[config.mk]
export PLATFORM = sky130hd
export DESIGN_NAME = escaped_frame_receiver_flat
export DESIGN_NICKNAME = d
export VERILOG_FILES = /design/src/hw/rtl/efr_pkg.sv /design/src/hw/rtl/efr_if.sv /design/src/hw/rtl/efr_ram.sv /design/src/hw/rtl/efr_front.sv /design/src/hw/rtl/efr_back.sv /design/src/hw/rtl/escaped_frame_receiver.sv /design/src/flat_wrapper.sv
export SDC_FILE = /design/constraint.sdc
export NUM_CORES = 2
export LEC_CHECK = 0
export ABC_AREA = 1
export BUFFER_PORTS_ARGS = -buffer_cell sky130_fd_sc_hd__buf_2
export CAP_MARGIN = 20
export CORE_MARGIN = 2
export CORE_UTILIZATION = 50
export CTS_BUF_LIST = sky130_fd_sc_hd__clkbuf_16
export DETAILED_ROUTE_END_ITERATION = 10
export PLACE_DENSITY_LB_ADDON = 0.1
export REMOVE_ABC_BUFFERS = 1
export SYNTH_ARGS = -nofsm -noshare
export SYNTH_HDL_FRONTEND = slang
export SYNTH_MEMORY_MAX_BITS = 65536
export SYNTH_SLANG_ARGS = --single-unit
[constraint.sdc]
create_clock -name clock -period 5.67 [get_ports clock]
set_clock_uncertainty 0.2 [all_clocks]
set_input_delay 0.8505 -clock clock [delete_from_list [all_inputs] [get_ports clock]]
set_output_delay 0.8505 -clock clock [all_outputs]
set_load 0.005 [all_outputs]
[src/hw/rtl/efr_pkg.sv]
// Shared types and constants for the escaped frame receiver.
`timescale 1ns / 1ps

package efr_pkg;

   // Command codes carried on the request channel
   localparam logic [1:0] CMD_BYTE = 2'd0;
   localparam logic [1:0] CMD_TICK = 2'd1;
   localparam logic [1:0] CMD_READ = 2'd2;

   // Configuration register indexes
   localparam logic [1:0] REG_START_BYTE  = 2'd0;
   localparam logic [1:0] REG_END_BYTE    = 2'd1;
   localparam logic [1:0] REG_ESCAPE_BYTE = 2'd2;
   localparam logic [1:0] REG_IDLE_TICKS  = 2'd3;

   // Configuration reset values
   localparam logic [7:0] RST_START_BYTE  = 8'd2;
   localparam logic [7:0] RST_END_BYTE    = 8'd3;
   localparam logic [7:0] RST_ESCAPE_BYTE = 8'd16;
   localparam logic [7:0] RST_IDLE_TICKS  = 8'd10;

   // One result beat as it travels from the front end through the queue
   typedef struct packed {
      logic [7:0] read_data;
      logic [7:0] frame_length;
      logic [7:0] frames_done;
      logic       frame_published;
      logic       overflow_seen;
   } efr_rsp_type;

endpackage

[src/hw/rtl/efr_if.sv]
// Request and response channel interfaces of the escaped frame receiver.
`timescale 1ns / 1ps

interface efr_req_if;
   logic       valid;
   logic       ready;
   logic [1:0] cmd;
   logic [7:0] rx_byte;
   logic [7:0] read_index;

   modport source (output valid, output cmd, output rx_byte, output read_index,
                   input ready);
   modport sink (input valid, input cmd, input rx_byte, input read_index,
                 output ready);
endinterface

interface efr_rsp_if;
   logic       valid;
   logic       ready;
   logic [7:0] read_data;
   logic [7:0] frame_length;
   logic [7:0] frames_done;
   logic       frame_published;
   logic       overflow_seen;

   modport source (output valid, output read_data, output frame_length,
                   output frames_done, output frame_published, output overflow_seen,
                   input ready);
   modport sink (input valid, input read_data, input frame_length,
                 input frames_done, input frame_published, input overflow_seen,
                 output ready);
endinterface

[src/hw/rtl/efr_ram.sv]
// Generic single write port, single read port RAM with registered read.
`timescale 1ns / 1ps

module efr_ram #(
   parameter int WIDTH = 8,
   parameter int DEPTH = 512
) (
   input  logic                     clock,
   input  logic                     wr_en,
   input  logic [$clog2(DEPTH)-1:0] wr_addr,
   input  logic [WIDTH-1:0]         wr_data,
   input  logic                     rd_en,
   input  logic [$clog2(DEPTH)-1:0] rd_addr,
   output logic [WIDTH-1:0]         rd_data
);

   logic [WIDTH-1:0] mem_ff [DEPTH];
   logic [WIDTH-1:0] rd_data_ff;

   always_ff @(posedge clock) begin
      if (wr_en) begin
         mem_ff[wr_addr] <= wr_data;
      end
      if (rd_en) begin
         rd_data_ff <= mem_ff[rd_addr];
      end
   end

   assign rd_data = rd_data_ff;

endmodule

[src/hw/rtl/efr_front.sv]
// Front end: configuration, frame tracking, two-bank frame buffer and read issue.
`timescale 1ns / 1ps

module efr_front
   import efr_pkg::*;
#(
   parameter int BUFFER_DEPTH = 256
) (
   input  logic        clock,
   input  logic        reset,
   input  logic        csr_we,
   input  logic [1:0]  csr_index,
   input  logic [7:0]  csr_wdata,
   input  logic        accept,
   input  logic [1:0]  cmd,
   input  logic [7:0]  rx_byte,
   input  logic [7:0]  read_index,
   output logic        push_valid,
   output efr_rsp_type push_rsp
);

   localparam int CAP       = (BUFFER_DEPTH < 256) ? BUFFER_DEPTH : 256;
   localparam int AW        = $clog2(CAP);
   localparam int FW        = $clog2(CAP + 1);
   localparam int RAM_DEPTH = 2 * (2 ** AW);
   localparam logic [FW-1:0] CAP_FILL = FW'(CAP);

   typedef enum logic [3:0] {
      PH_IDLE   = 4'b0001,
      PH_BODY   = 4'b0010,
      PH_ESC    = 4'b0100,
      PH_CLOSED = 4'b1000
   } efr_phase_type;

   logic [7:0]    start_ff, end_ff, escape_ff, idle_ff;
   efr_phase_type phase_ff, phase_in;
   logic [7:0]    timer_ff, timer_in;
   logic [FW-1:0] fill_ff, fill_in;
   logic [7:0]    len_ff, len_in;
   logic [7:0]    count_ff, count_in;
   logic          ovf_ff, ovf_in;
   logic          bank_ff, bank_in;
   logic          published;
   logic          keep_byte;

   logic          wr_en;
   logic [AW:0]   wr_addr;
   logic          rd_en;
   logic [AW:0]   rd_addr;
   logic [8:0]    rd_offset;
   logic [7:0]    rd_data;

   logic          job_valid_ff;
   logic          job_hit_ff;
   efr_rsp_type   job_ff;

   always_comb begin
      phase_in  = phase_ff;
      timer_in  = timer_ff;
      fill_in   = fill_ff;
      len_in    = len_ff;
      count_in  = count_ff;
      ovf_in    = ovf_ff;
      bank_in   = bank_ff;
      published = 1'b0;
      keep_byte = 1'b0;
      wr_en     = 1'b0;
      wr_addr   = {bank_ff, fill_ff[AW-1:0]};
      if (accept) begin
         case (cmd)
            CMD_BYTE: begin
               if (timer_ff == 8'd0 && rx_byte == start_ff) begin
                  // open a frame: start byte lands at offset zero
                  fill_in  = FW'(1);
                  ovf_in   = 1'b0;
                  timer_in = idle_ff;
                  wr_en    = 1'b1;
                  wr_addr  = {bank_ff, AW'(0)};
                  phase_in = PH_BODY;
               end else if (phase_ff == PH_BODY) begin
                  timer_in = idle_ff;
                  if (rx_byte == escape_ff) begin
                     phase_in = PH_ESC;
                  end else begin
                     keep_byte = 1'b1;
                     if (rx_byte == end_ff) begin
                        phase_in = PH_CLOSED;
                     end
                  end
               end else if (phase_ff == PH_ESC) begin
                  timer_in  = idle_ff;
                  keep_byte = 1'b1;
                  phase_in  = PH_BODY;
               end
            end
            CMD_TICK: begin
               if (timer_ff != 8'd0) begin
                  timer_in = timer_ff - 8'd1;
               end else if (phase_ff == PH_CLOSED) begin
                  phase_in = PH_IDLE;
                  if (fill_ff > FW'(2)) begin
                     // swap banks instead of copying the payload
                     len_in    = 8'(fill_ff - FW'(2));
                     count_in  = count_ff + 8'd1;
                     published = 1'b1;
                     bank_in   = ~bank_ff;
                  end
               end
            end
            default: begin
            end
         endcase
      end
      if (keep_byte) begin
         if (fill_ff < CAP_FILL) begin
            wr_en   = 1'b1;
            fill_in = fill_ff + FW'(1);
         end else begin
            ovf_in = 1'b1;
         end
      end
   end

   // payload byte i sits one past it in the published bank (start byte dropped)
   assign rd_en     = accept && (cmd == CMD_READ);
   assign rd_offset = {1'b0, read_index} + 9'd1;
   assign rd_addr   = {~bank_ff, rd_offset[AW-1:0]};

   efr_ram #(
      .WIDTH (8),
      .DEPTH (RAM_DEPTH)
   ) u_buf (
      .clock   (clock),
      .wr_en   (wr_en),
      .wr_addr (wr_addr),
      .wr_data (rx_byte),
      .rd_en   (rd_en),
      .rd_addr (rd_addr),
      .rd_data (rd_data)
   );

   always_ff @(posedge clock) begin
      if (reset) begin
         start_ff     <= RST_START_BYTE;
         end_ff       <= RST_END_BYTE;
         escape_ff    <= RST_ESCAPE_BYTE;
         idle_ff      <= RST_IDLE_TICKS;
         phase_ff     <= PH_IDLE;
         timer_ff     <= 8'd0;
         fill_ff      <= '0;
         len_ff       <= 8'd0;
         count_ff     <= 8'd0;
         ovf_ff       <= 1'b0;
         bank_ff      <= 1'b0;
         job_valid_ff <= 1'b0;
      end else begin
         if (csr_we) begin
            case (csr_index)
               REG_START_BYTE:  start_ff  <= csr_wdata;
               REG_END_BYTE:    end_ff    <= csr_wdata;
               REG_ESCAPE_BYTE: escape_ff <= csr_wdata;
               REG_IDLE_TICKS:  idle_ff   <= csr_wdata;
               default: begin
               end
            endcase
         end
         phase_ff     <= phase_in;
         timer_ff     <= timer_in;
         fill_ff      <= fill_in;
         len_ff       <= len_in;
         count_ff     <= count_in;
         ovf_ff       <= ovf_in;
         bank_ff      <= bank_in;
         job_valid_ff <= accept;
      end
   end

   // result fields are registered alongside the registered RAM read
   always_ff @(posedge clock) begin
      if (accept) begin
         job_hit_ff             <= rd_en && (read_index < len_ff);
         job_ff.read_data       <= 8'd0;
         job_ff.frame_length    <= len_in;
         job_ff.frames_done     <= count_in;
         job_ff.frame_published <= published;
         job_ff.overflow_seen   <= ovf_in;
      end
   end

   always_comb begin
      push_rsp           = job_ff;
      push_rsp.read_data = job_hit_ff ? rd_data : 8'd0;
   end

   assign push_valid = job_valid_ff;

endmodule

[src/hw/rtl/efr_back.sv]
// Back end: short result queue and output register toward the response channel.
`timescale 1ns / 1ps

module efr_back
   import efr_pkg::*;
(
   input  logic        clock,
   input  logic        reset,
   input  logic        push_valid,
   input  efr_rsp_type push_rsp,
   output logic        room,
   output logic        out_valid,
   input  logic        out_ready,
   output efr_rsp_type out_rsp
);

   localparam int QD = 4;
   localparam int PW = $clog2(QD);
   localparam int CW = $clog2(QD + 2);

   efr_rsp_type   q_ff [QD];
   logic [PW-1:0] wr_ptr_ff, wr_ptr_in;
   logic [PW-1:0] rd_ptr_ff, rd_ptr_in;
   logic [CW-1:0] count_ff, count_in;
   logic          out_valid_ff, out_valid_in;
   efr_rsp_type   out_rsp_ff;
   logic          pop;

   // leave a slot for the beat still waiting on its RAM read
   assign room = (count_ff + CW'(push_valid)) < CW'(QD);
   assign pop  = (count_ff != '0) && (!out_valid_ff || out_ready);

   always_comb begin
      wr_ptr_in    = push_valid ? wr_ptr_ff + PW'(1) : wr_ptr_ff;
      rd_ptr_in    = pop ? rd_ptr_ff + PW'(1) : rd_ptr_ff;
      count_in     = count_ff + CW'(push_valid) - CW'(pop);
      out_valid_in = pop ? 1'b1 : (out_ready ? 1'b0 : out_valid_ff);
   end

   always_ff @(posedge clock) begin
      if (reset) begin
         wr_ptr_ff    <= '0;
         rd_ptr_ff    <= '0;
         count_ff     <= '0;
         out_valid_ff <= 1'b0;
      end else begin
         wr_ptr_ff    <= wr_ptr_in;
         rd_ptr_ff    <= rd_ptr_in;
         count_ff     <= count_in;
         out_valid_ff <= out_valid_in;
      end
   end

   always_ff @(posedge clock) begin
      if (push_valid) begin
         q_ff[wr_ptr_ff] <= push_rsp;
      end
      if (pop) begin
         out_rsp_ff <= q_ff[rd_ptr_ff];
      end
   end

   assign out_valid = out_valid_ff;
   assign out_rsp   = out_rsp_ff;

endmodule

[src/hw/rtl/escaped_frame_receiver.sv]
// Top level of the escaped frame receiver: front end, result queue and channels.
`timescale 1ns / 1ps

//  Channel   Dir   Carries
//  req_bus   in    cmd, rx_byte, read_index (byte, tick or payload read)
//  rsp_bus   out   read_data, frame_length, frames_done, frame_published,
//                  overflow_seen (one beat per request beat)
//  csr_*     in    write enable, register index, 8-bit write data
//
//  One request beat per cycle while req_bus is ready; its response beat
//  passes the buffer RAM read with the state update, the result queue
//  write and the output register, and leaves when rsp_bus is ready.
//  Throughput is one beat per cycle while ready, set by the single frame-state update.
//  Synchronous active-high reset; no clearing pass, the frame buffer is
//  only ever read where it was written.
//  A stalled rsp_bus fills the four-entry result queue, then drops
//  req_bus.ready; the back end keeps one slot free for the in-flight read.

module escaped_frame_receiver
   import efr_pkg::*;
#(
   parameter int BUFFER_DEPTH = 256
) (
   input  logic       clock,
   input  logic       reset,
   efr_req_if.sink    req_bus,
   efr_rsp_if.source  rsp_bus,
   input  logic       csr_we,
   input  logic [1:0] csr_index,
   input  logic [7:0] csr_wdata
);

   localparam int CAP = (BUFFER_DEPTH < 256) ? BUFFER_DEPTH : 256;
   localparam logic [7:0] MAX_LEN = 8'(CAP - 2);

   logic        req_fire;
   logic        room;
   logic        push_valid;
   efr_rsp_type push_rsp;
   logic        out_valid;
   efr_rsp_type out_rsp;

   // a beat is taken whenever the queue can absorb it
   assign req_bus.ready = room;
   assign req_fire      = req_bus.valid && room;

   // front end: advance the frame state and issue buffer reads
   efr_front #(
      .BUFFER_DEPTH (BUFFER_DEPTH)
   ) u_front (
      .clock      (clock),
      .reset      (reset),
      .csr_we     (csr_we),
      .csr_index  (csr_index),
      .csr_wdata  (csr_wdata),
      .accept     (req_fire),
      .cmd        (req_bus.cmd),
      .rx_byte    (req_bus.rx_byte),
      .read_index (req_bus.read_index),
      .push_valid (push_valid),
      .push_rsp   (push_rsp)
   );

   // back end: hold results until the response side takes them
   efr_back u_back (
      .clock      (clock),
      .reset      (reset),
      .push_valid (push_valid),
      .push_rsp   (push_rsp),
      .room       (room),
      .out_valid  (out_valid),
      .out_ready  (rsp_bus.ready),
      .out_rsp    (out_rsp)
   );

   assign rsp_bus.valid           = out_valid;
   assign rsp_bus.read_data       = out_rsp.read_data;
   assign rsp_bus.frame_length    = out_rsp.frame_length;
   assign rsp_bus.frames_done     = out_rsp.frames_done;
   assign rsp_bus.frame_published = out_rsp.frame_published;
   assign rsp_bus.overflow_seen   = out_rsp.overflow_seen;

   // every taken beat reaches the queue in the following cycle
   a_fire_pushes: assert property (@(posedge clock) disable iff (reset)
      req_fire |=> push_valid)
      else $error("request beat did not reach the result queue");

   // a published frame carries a payload that fits the buffer
   a_pub_length: assert property (@(posedge clock) disable iff (reset)
      push_valid && push_rsp.frame_published |->
         push_rsp.frame_length != 8'd0 && push_rsp.frame_length <= MAX_LEN)
      else $error("published frame length out of range");

   // the queue never takes a beat that was not requested
   a_no_ghost: assert property (@(posedge clock) disable iff (reset)
      !req_fire |=> !push_valid)
      else $error("result pushed without a request beat");

endmodule

[src/flat_wrapper.sv]
// flat-port wrapper written by rule: the top's interface ports become plain ports
module escaped_frame_receiver_flat import efr_pkg::*;
#(
   parameter int BUFFER_DEPTH = 256
)
  (clock, reset, csr_we, csr_index, csr_wdata, req_bus_valid, req_bus_cmd, req_bus_rx_byte, req_bus_read_index, req_bus_ready, rsp_bus_valid, rsp_bus_read_data, rsp_bus_frame_length, rsp_bus_frames_done, rsp_bus_frame_published, rsp_bus_overflow_seen, rsp_bus_ready);
  efr_req_if req_bus_i ();
  efr_rsp_if rsp_bus_i ();
  input  logic clock;
  input  logic reset;
  input  logic csr_we;
  input  logic [1:0] csr_index;
  input  logic [7:0] csr_wdata;
  input wire logic [$bits(req_bus_i.valid)-1:0] req_bus_valid;
  input wire logic [$bits(req_bus_i.cmd)-1:0] req_bus_cmd;
  input wire logic [$bits(req_bus_i.rx_byte)-1:0] req_bus_rx_byte;
  input wire logic [$bits(req_bus_i.read_index)-1:0] req_bus_read_index;
  output wire logic [$bits(req_bus_i.ready)-1:0] req_bus_ready;
  output wire logic [$bits(rsp_bus_i.valid)-1:0] rsp_bus_valid;
  output wire logic [$bits(rsp_bus_i.read_data)-1:0] rsp_bus_read_data;
  output wire logic [$bits(rsp_bus_i.frame_length)-1:0] rsp_bus_frame_length;
  output wire logic [$bits(rsp_bus_i.frames_done)-1:0] rsp_bus_frames_done;
  output wire logic [$bits(rsp_bus_i.frame_published)-1:0] rsp_bus_frame_published;
  output wire logic [$bits(rsp_bus_i.overflow_seen)-1:0] rsp_bus_overflow_seen;
  input wire logic [$bits(rsp_bus_i.ready)-1:0] rsp_bus_ready;
  assign req_bus_i.valid = req_bus_valid;
  assign req_bus_i.cmd = req_bus_cmd;
  assign req_bus_i.rx_byte = req_bus_rx_byte;
  assign req_bus_i.read_index = req_bus_read_index;
  assign req_bus_ready = req_bus_i.ready;
  assign rsp_bus_valid = rsp_bus_i.valid;
  assign rsp_bus_read_data = rsp_bus_i.read_data;
  assign rsp_bus_frame_length = rsp_bus_i.frame_length;
  assign rsp_bus_frames_done = rsp_bus_i.frames_done;
  assign rsp_bus_frame_published = rsp_bus_i.frame_published;
  assign rsp_bus_overflow_seen = rsp_bus_i.overflow_seen;
  assign rsp_bus_i.ready = rsp_bus_ready;
  escaped_frame_receiver #(.BUFFER_DEPTH(BUFFER_DEPTH)) u_core (.clock(clock), .reset(reset), .req_bus(req_bus_i), .rsp_bus(rsp_bus_i), .csr_we(csr_we), .csr_index(csr_index), .csr_wdata(csr_wdata));
endmodule
# After elaboration in Yosys (flattened, before gate mapping)
# Memories as Yosys holds them, arrays and structs flattened. A register that Yosys moved wholly into a read port is not among the register bits.
# Index checks and enable logic that the tools add are counted.
# op_classes
n_addsub	9
magnitude_cmp	4
eq_ne	16
muxes	55
bitwise	4
n_reduce_logical	22
# op_table
op	n
two-way mux 8 bit	18
two-way mux 9 bit	5
two-way mux 4 bit	7
equality test 8 bit	3
two-way mux 1 bit	23
adder 8 x 1 -> 8 bit, second input constant	2
one-hot mux 8 bit (2 select lines)	1
adder 9 x 1 -> 9 bit, second input constant	1
greater-than comparator 9 x 2 -> 1 bit, second input constant	1
less-than comparator 9 bit, second input constant	1
zero test 8 bit	1
less-than comparator 8 bit	1
one-hot mux 4 bit (2 select lines)	1
AND reduction 2 bit	4
nonzero test 8 bit	1
subtractor 8 x 1 -> 8 bit, second input constant	1
subtractor 8 x 2 -> 8 bit, second input constant	1
equality test 2 bit, second input constant	3
!= test 2 bit, second input constant	3
AND reduction 6 bit	1
logical AND 1 bit	5
!= test 5 bit, second input constant	1
AND reduction 5 bit	1
adder 2 x 1 -> 2 bit, second input constant	2
16 further kinds	22
# word_totals
regBits	99
ram_bits	4200
in_bits	33
memories	2
# memory_table
memory	depth	width	rd	rd_ports_with_merged_regs	wr	line_no	rtl
u_core.u_front.u_buf.mem_ff	512	8	1	1	1	efr_ram.sv:17	logic [WIDTH-1:0] mem_ff [DEPTH];
u_core.u_back.q_ff	4	26	1	1	1	efr_back.sv:21	efr_rsp_type q_ff [QD];

# Logic depth before layout (Yosys ltp)
# depth
depth_word	9
ltp_mapped	16
mapped_depth_nobuf	14

# Modules after synthesis
# Synthesis repeated with hierarchy kept, for this count alone.
# unflattened
hier_cells	14881
hier_area_um2	176824.6
# modules_own_cells
mod	n_inst	cells_each	area_each_um2
efr_ram	1	13891	166808.7
efr_back	1	338	5146.2
efr_front	1	650	4862.2
escaped_frame_receiver	1	2	7.5

# Worst setup path after synthesis
# No wires, ideal clock.
# synth_path
path_type	register -> register
start	reg u_core.u_front.job_valid_ff (netlist: u_core.u_front.push_valid)
end	mem u_core.u_front.u_buf.mem_ff[337][0] (enable)
t_arrival_ns	2.829
required_time_ns	5.100
slack_ns	2.271
path_stages_with_launch	15
n_path_buf	2
cell_sequence	dfxtp_1 ha_1 ha_1 xor2_1 inv_2 nand2_2 inv_2 nand2_2 nor3_2 nand3_2 inv_2 buf_4 nand3_2 clkbuf_1 nor2_1
# synth_between
elab_chain_len	8
elab_cells_between_ends	10
cone_classes	add/sub: 1; order compare: 1; mux: 7; reduce/logical: 1
# synth_rtl
element	line_no	rtl
from (decl)	efr_front.sv:53	logic job_valid_ff;
from (signal assigned)	efr_front.sv:174	job_valid_ff <= accept;
adder 3 x 1 -> 3 bit *	efr_back.sv:30	assign room = (count_ff + CW'(push_valid)) < CW'(QD);
less-than comparator 3 bit *	efr_back.sv:30	
net req_bus_ready	flat_wrapper.sv:18	output wire logic [$bits(req_bus_i.ready)-1:0] req_bus_ready;
logical AND 1 bit *	escaped_frame_receiver.sv:45	assign req_fire = req_bus.valid && room;
net u_core.req_fire	escaped_frame_receiver.sv:36	logic req_fire;
two-way mux 1 bit	efr_front.sv:69	if (accept) begin
two-way mux 1 bit	efr_front.sv:115	if (fill_ff < CAP_FILL) begin
two-way mux 1 bit	efr_front.sv:114	if (keep_byte) begin
two-way mux 1 bit	efr_ram.sv:21	if (wr_en) begin
two-way mux 1 bit (not written as such)	efr_ram.sv:22	mem_ff[wr_addr] <= wr_data;
to (decl)	efr_ram.sv:17	
# Mark *: on every way through the listed nets, which the timed path passes. The rest lies on a longest branch.

# Final worst setup path
# layout_path
start	in req_bus_rx_byte[1]
end	mem u_core.u_front.u_buf.mem_ff[205][5] (enable)
# layout_between
elab_chain_len	9
elab_cells_between_ends	18
cone_classes	eq/ne: 2; mux: 15; reduce/logical: 1
# layout_rtl
element	line_no	rtl
from (decl)	flat_wrapper.sv:16	input wire logic [$bits(req_bus_i.rx_byte)-1:0] req_bus_rx_byte;
equality test 8 bit, on equally long branches	efr_front.sv:82, efr_front.sv:72	
two-way mux 1 bit or logical AND 1 bit (tied branches)	efr_front.sv:82, efr_front.sv:72	
two-way mux 1 bit, on equally long branches	efr_front.sv:80, efr_front.sv:72	
two-way mux 1 bit, on equally long branches	efr_front.sv:72, efr_front.sv:70	
two-way mux 1 bit, on equally long branches	efr_front.sv:70, efr_front.sv:69	
two-way mux 1 bit, on equally long branches	efr_front.sv:69, efr_front.sv:115	
two-way mux 1 bit	efr_front.sv:114	
two-way mux 1 bit	efr_ram.sv:21	
two-way mux 1 bit (not written as such)	efr_ram.sv:22	
# Parallel ways exist; a longest one is shown, timed or not.

==> flow_metrics.py <==
metrics = {
    "power": {
        "maximum_vdd_drop_uv": 266.4,
        "finalPower_mw": 70.75,
        "power_per_cell_area_nw_per_um2": 362.8,
        "total_leakage_power_nw": 67.77,
    },
    "worst_setup_path": {
        "regToRegEndpoint": "u_core.u_front.u_buf.mem_ff[212][1]",
        "critical_path_peak_fanout": 24,
        "critPathLaunchType": "input port",
        "cpMaxStageDelayCell": "sky130_fd_sc_hd__nor2_1",
        "worstPathCellList": "dlygate4sd3_1 -> buf_8 -> inv_1 -> nand2_1 -> nand2_1 -> nand3_1 -> inv_1 -> nand3_1 -> nor3_2 -> nand2_1 -> nand2_1 -> inv_1 -> nor2_4 -> nand2_1 -> nor2_1",
        "timing.critical_path.mode_cell": "sky130_fd_sc_hd__nand2_1",
        "reg2regPathDepth": 14,
        "critical_path_arrival_ns": 5.21,
        "critPathLaunch": "req_bus_rx_byte[1]",
        "crit_path_end_kind": "flip-flop",
        "cp_slowest_stage_delay_ns": 0.75,
        "worstPathRequired_ns": 6.06,
        "timing.setup.critical_path_class": "in2reg",
        "reg2reg_slack_ns": 0.96,
        "worst-path-buf-inv": 5,
        "reg2reg_from": "u_core.u_front.push_valid",
        "timing.critical_path.max_delay_family": "simple AND/OR/NAND/NOR gates",
    },
    "yosys": {
        "synth_top_area_share_pct": 73.04,
        "synth_sequential_area_ratio_pct": 73.95,
        "dominant_cell_by_count_in_the_synthesized_netlist": "sky130_fd_sc_hd__edfxtp_1",
        "ys_top_cells_by_count": "4253 x sky130_fd_sc_hd__edfxtp_1, 4252 x sky130_fd_sc_hd__nand2_1, 4114 x sky130_fd_sc_hd__nand3_1",
        "avgSynthCellArea_um2": 11.81,
        "fraction_of_registers_with_async_set_reset_pct": 0,
        "ys_types": 44,
        "synth_enable_flop_cells": 4253,
        "synth_flop_cell": "sky130_fd_sc_hd__edfxtp_1",
        "synth.yosys.warnings": 0,
        "post_synth_instance_area_um2": 174900,
        "ys_seq_elements": 4333,
        "synth_area_leaders": "sky130_fd_sc_hd__edfxtp_1 73%, sky130_fd_sc_hd__nand3_1 12%, sky130_fd_sc_hd__nand2_1 9.1%, sky130_fd_sc_hd__clkbuf_1 1.7%, sky130_fd_sc_hd__nor2_1 1.5%",
        "postSynthCellCount": 14810,
        "yosys.area.top_type": "sky130_fd_sc_hd__edfxtp_1",
    },
    "cts": {
        "ctsLongestPathBuffers": 4,
        "cts_buffers": 441,
        "clock_tree.htree_level_count": 5,
        "clkLatencyLatePin_ns": 1.00,
        "cts_sinks": 4333,
        "cts_tree": "built",
        "cts.root.buffer_cell": "sky130_fd_sc_hd__clkbuf_16",
        "number_of_setup_buffers_added_after_cts": 0,
        "worst_setup_hold_path_clk_slew_ns": 0.06,
    },
    "place": {
        "detailed_placement_wirelength_estimate_um": 301900,
        "port-buffer-count": 60,
        "place_congestion": 0.9043,
        "post-place-cells": 18720,
        "placement.setup.worst_slack_ns": 0.5035,
    },
    "drt": {
        "vias_per_cell": 5.944,
        "detail_route.wl_per_cell_um": 26.29,
        "drcViolationCount": 0,
        "wirelength_routed_um": 514600,
        "drt_first_iter_violations": 14660,
        "vias": 116300,
        "drt-pass1-iter-count": 8,
        "remaining_antenna_violation_count": 0,
    },
    "sta": {
        "postLayoutSetupSlackWorst_ns": 0.8529,
        "fin_hold_viols": 0,
        "maxClockFrequency_mhz": 207.6,
        "post-route-min-period_ns": 4.817,
        "report.final.slew_viol_count": 0,
        "finalSetupViolations": 0,
        "rsz0062_at_grt": "false",
        "tightest_slew_ns": 1.282,
        "final_min_period_over_clock_period_pct": 84.96,
        "fin_tns_setup_ns": 0,
        "max_slew_margin_pct": 14.51,
    },
    "global_routing": {
        "grt_max_degree": 247,
        "first_global_vias": 112300,
        "initial_antenna_violation_count": 22,
        "global_route_wire_length_before_repair_um": 747500,
        "tot_gr_track_use_pct": 28.52,
        "grt_overflow_total": 0,
    },
    "final_layout": {
        "finish.cell_count_without_fillers": 19570,
        "drive_above_1_share_pct": 7.060,
        "final_core_density_pct": 55.94,
        "fillCellCount": 28870,
        "area_growth_syn_to_layout_pct": 11.53,
        "finalNetCount": 14630,
    },
    "die": {
        "die_area_um2": 354500,
        "floorplan.core_area_um2": 348600,
        "pin_count": 61,
        "die_boundary_width_um": 595.4,
        "floorplan.initialDensity_pct": 50.16,
        "floorplan.rows": 217,
        "chip_height_um": 595.4,
    },
    "job": {
        "drv.max_cap_violation_count": 0,
    },
    "status": {
        "outcome": "completed",
    },
    "worst_hold_path": {
        "min_delay_path_depth": 1,
        "min_from": "req_bus_rx_byte[0]",
        "hold_end": "u_core.u_front.u_buf.mem_ff[360][0]",
        "hold_path_class": "in2reg",
    },
}
[layout by cell type (no fill, tap or decap), drive strengths merged, types with 7 or more instances in the layout]
cell type	count
nand4	7
buf	328
o21ai	111
ha	23
inv	199
xor2	24
dlygate4sd3	11
nor3	13
diode	17
nor2	692
dfxtp	80
clkinv	202
nand3	4117
clkinvlp	23
bufinv	60
clkbuf	449
nand2	4260
a21oi	38
xnor2	12
edfxtp	4253
o22ai	28
[state kept, by name, indices dropped and copies added, names as in the netlist, 2 cells and up]
signal                        flops
u_core.u_front.u_buf.rd_data      8
u_core.u_back.q_ff              104
u_core.u_front.len_ff             8
u_core.u_back.out_rsp            26
u_core.u_back.count_ff            3
u_core.u_back.rd_ptr_ff           2
u_core.u_front.start_ff           8
u_core.u_front.escape_ff          8
u_core.u_front.u_buf.mem_ff    4096
u_core.u_front.idle_ff            8
u_core.u_front.fill_ff            9
u_core.u_front.timer_ff           8
u_core.u_front.count_ff           8
u_core.u_back.wr_ptr_ff           2
u_core.u_front.push_rsp          18
u_core.u_front.end_ff             8
u_core.u_front.phase_ff           4
[metrics by stage]
step           cell area, µm²  hold WS [ns]
3_3_place_gp           180200        0.2443
5_1_grt                195000       0.04501
6_report               195000       0.08058
2_1_floorplan          170900        0.2266
4_1_cts                195000       0.01126
3_5_place_dp           180200        0.2492
[worst reg2reg max path, cell delays in order, from the launching register on]
cell and delay [ns]:
sky130_fd_sc_hd__dfxtp_1 0.41, sky130_fd_sc_hd__ha_1 0.19, sky130_fd_sc_hd__ha_1 0.15, sky130_fd_sc_hd__xor2_1 0.26, sky130_fd_sc_hd__inv_2 0.07, sky130_fd_sc_hd__nand2_2 0.20, sky130_fd_sc_hd__inv_2 0.07, sky130_fd_sc_hd__nand2_2 0.14
sky130_fd_sc_hd__inv_1 0.06, sky130_fd_sc_hd__nand2_1 0.32, sky130_fd_sc_hd__nand2_1 0.15, sky130_fd_sc_hd__nor2_1 0.62, sky130_fd_sc_hd__nand3_4 0.52, sky130_fd_sc_hd__buf_12 0.39, sky130_fd_sc_hd__nor2_1 0.61
[power by group]
group	switching [mW]	total (mW)	internal [mW]
Clock	12.3	29.4	17.1
Sequential	0.110	35.6	35.5
Combinational	4.36	5.80	1.44
Total	16.8	70.7	54.0
[worst max path at each step]
stage	slack, ns	end	cells past startpoint
floorplan	-55.51	u_core.u_front.u_buf.rd_data[5]	11
global placement	0.28	u_core.u_front.u_buf.mem_ff[449][5]	13
detailed placement	0.50	u_core.u_front.u_buf.mem_ff[454][3]	13
CTS	0.99	u_core.u_front.u_buf.mem_ff[454][6]	15
global route	0.71	u_core.u_front.u_buf.mem_ff[203][2]	15
finish	0.85	u_core.u_front.u_buf.mem_ff[205][5]	15
[area by class of cell]
cell class              count  area [µm²]  share of cell area [%]
clock buffers             449       11240                   5.761
flip-flops and latches   4333      129300                   66.31
well taps                4599        5754                   2.951
diodes                     17       42.54                 0.02181
multi-input cells        9352       41460                   21.26
repair buffers            339        3381                   1.733
inverters                 110       440.4                  0.2258
clock inverters           374        3396                   1.741
[what timing repair did]
action | 4_1_cts | 5_1_grt
hold buffers | 11 | 0
hold endpoints to repair | 51 | 0
resized for setup | 0 | 0
[routing by layer]
metal  up-vias  global-route usage, %  part of all wire (%)
met5         -                      0                 0.015
met4        12                  9.977                   3.7
met3       948                  5.253                   8.8
met2      5484                  44.76                    46
met1     57650                  40.16                    41
li1      52250                      -                     -
[kinds of logic after synthesis]
family,after synthesis,synth area share [%]
flip-flops,4333,73.95
AO/OA/AOI/OAI,189,0.5782
adder cells (fa/ha/maj),23,0.1646
XOR/XNOR,36,0.1803
buffers and inverters,1122,2.487
AND/OR/NAND/NOR,9104,22.64
Power figures use the tool's default switching activity.
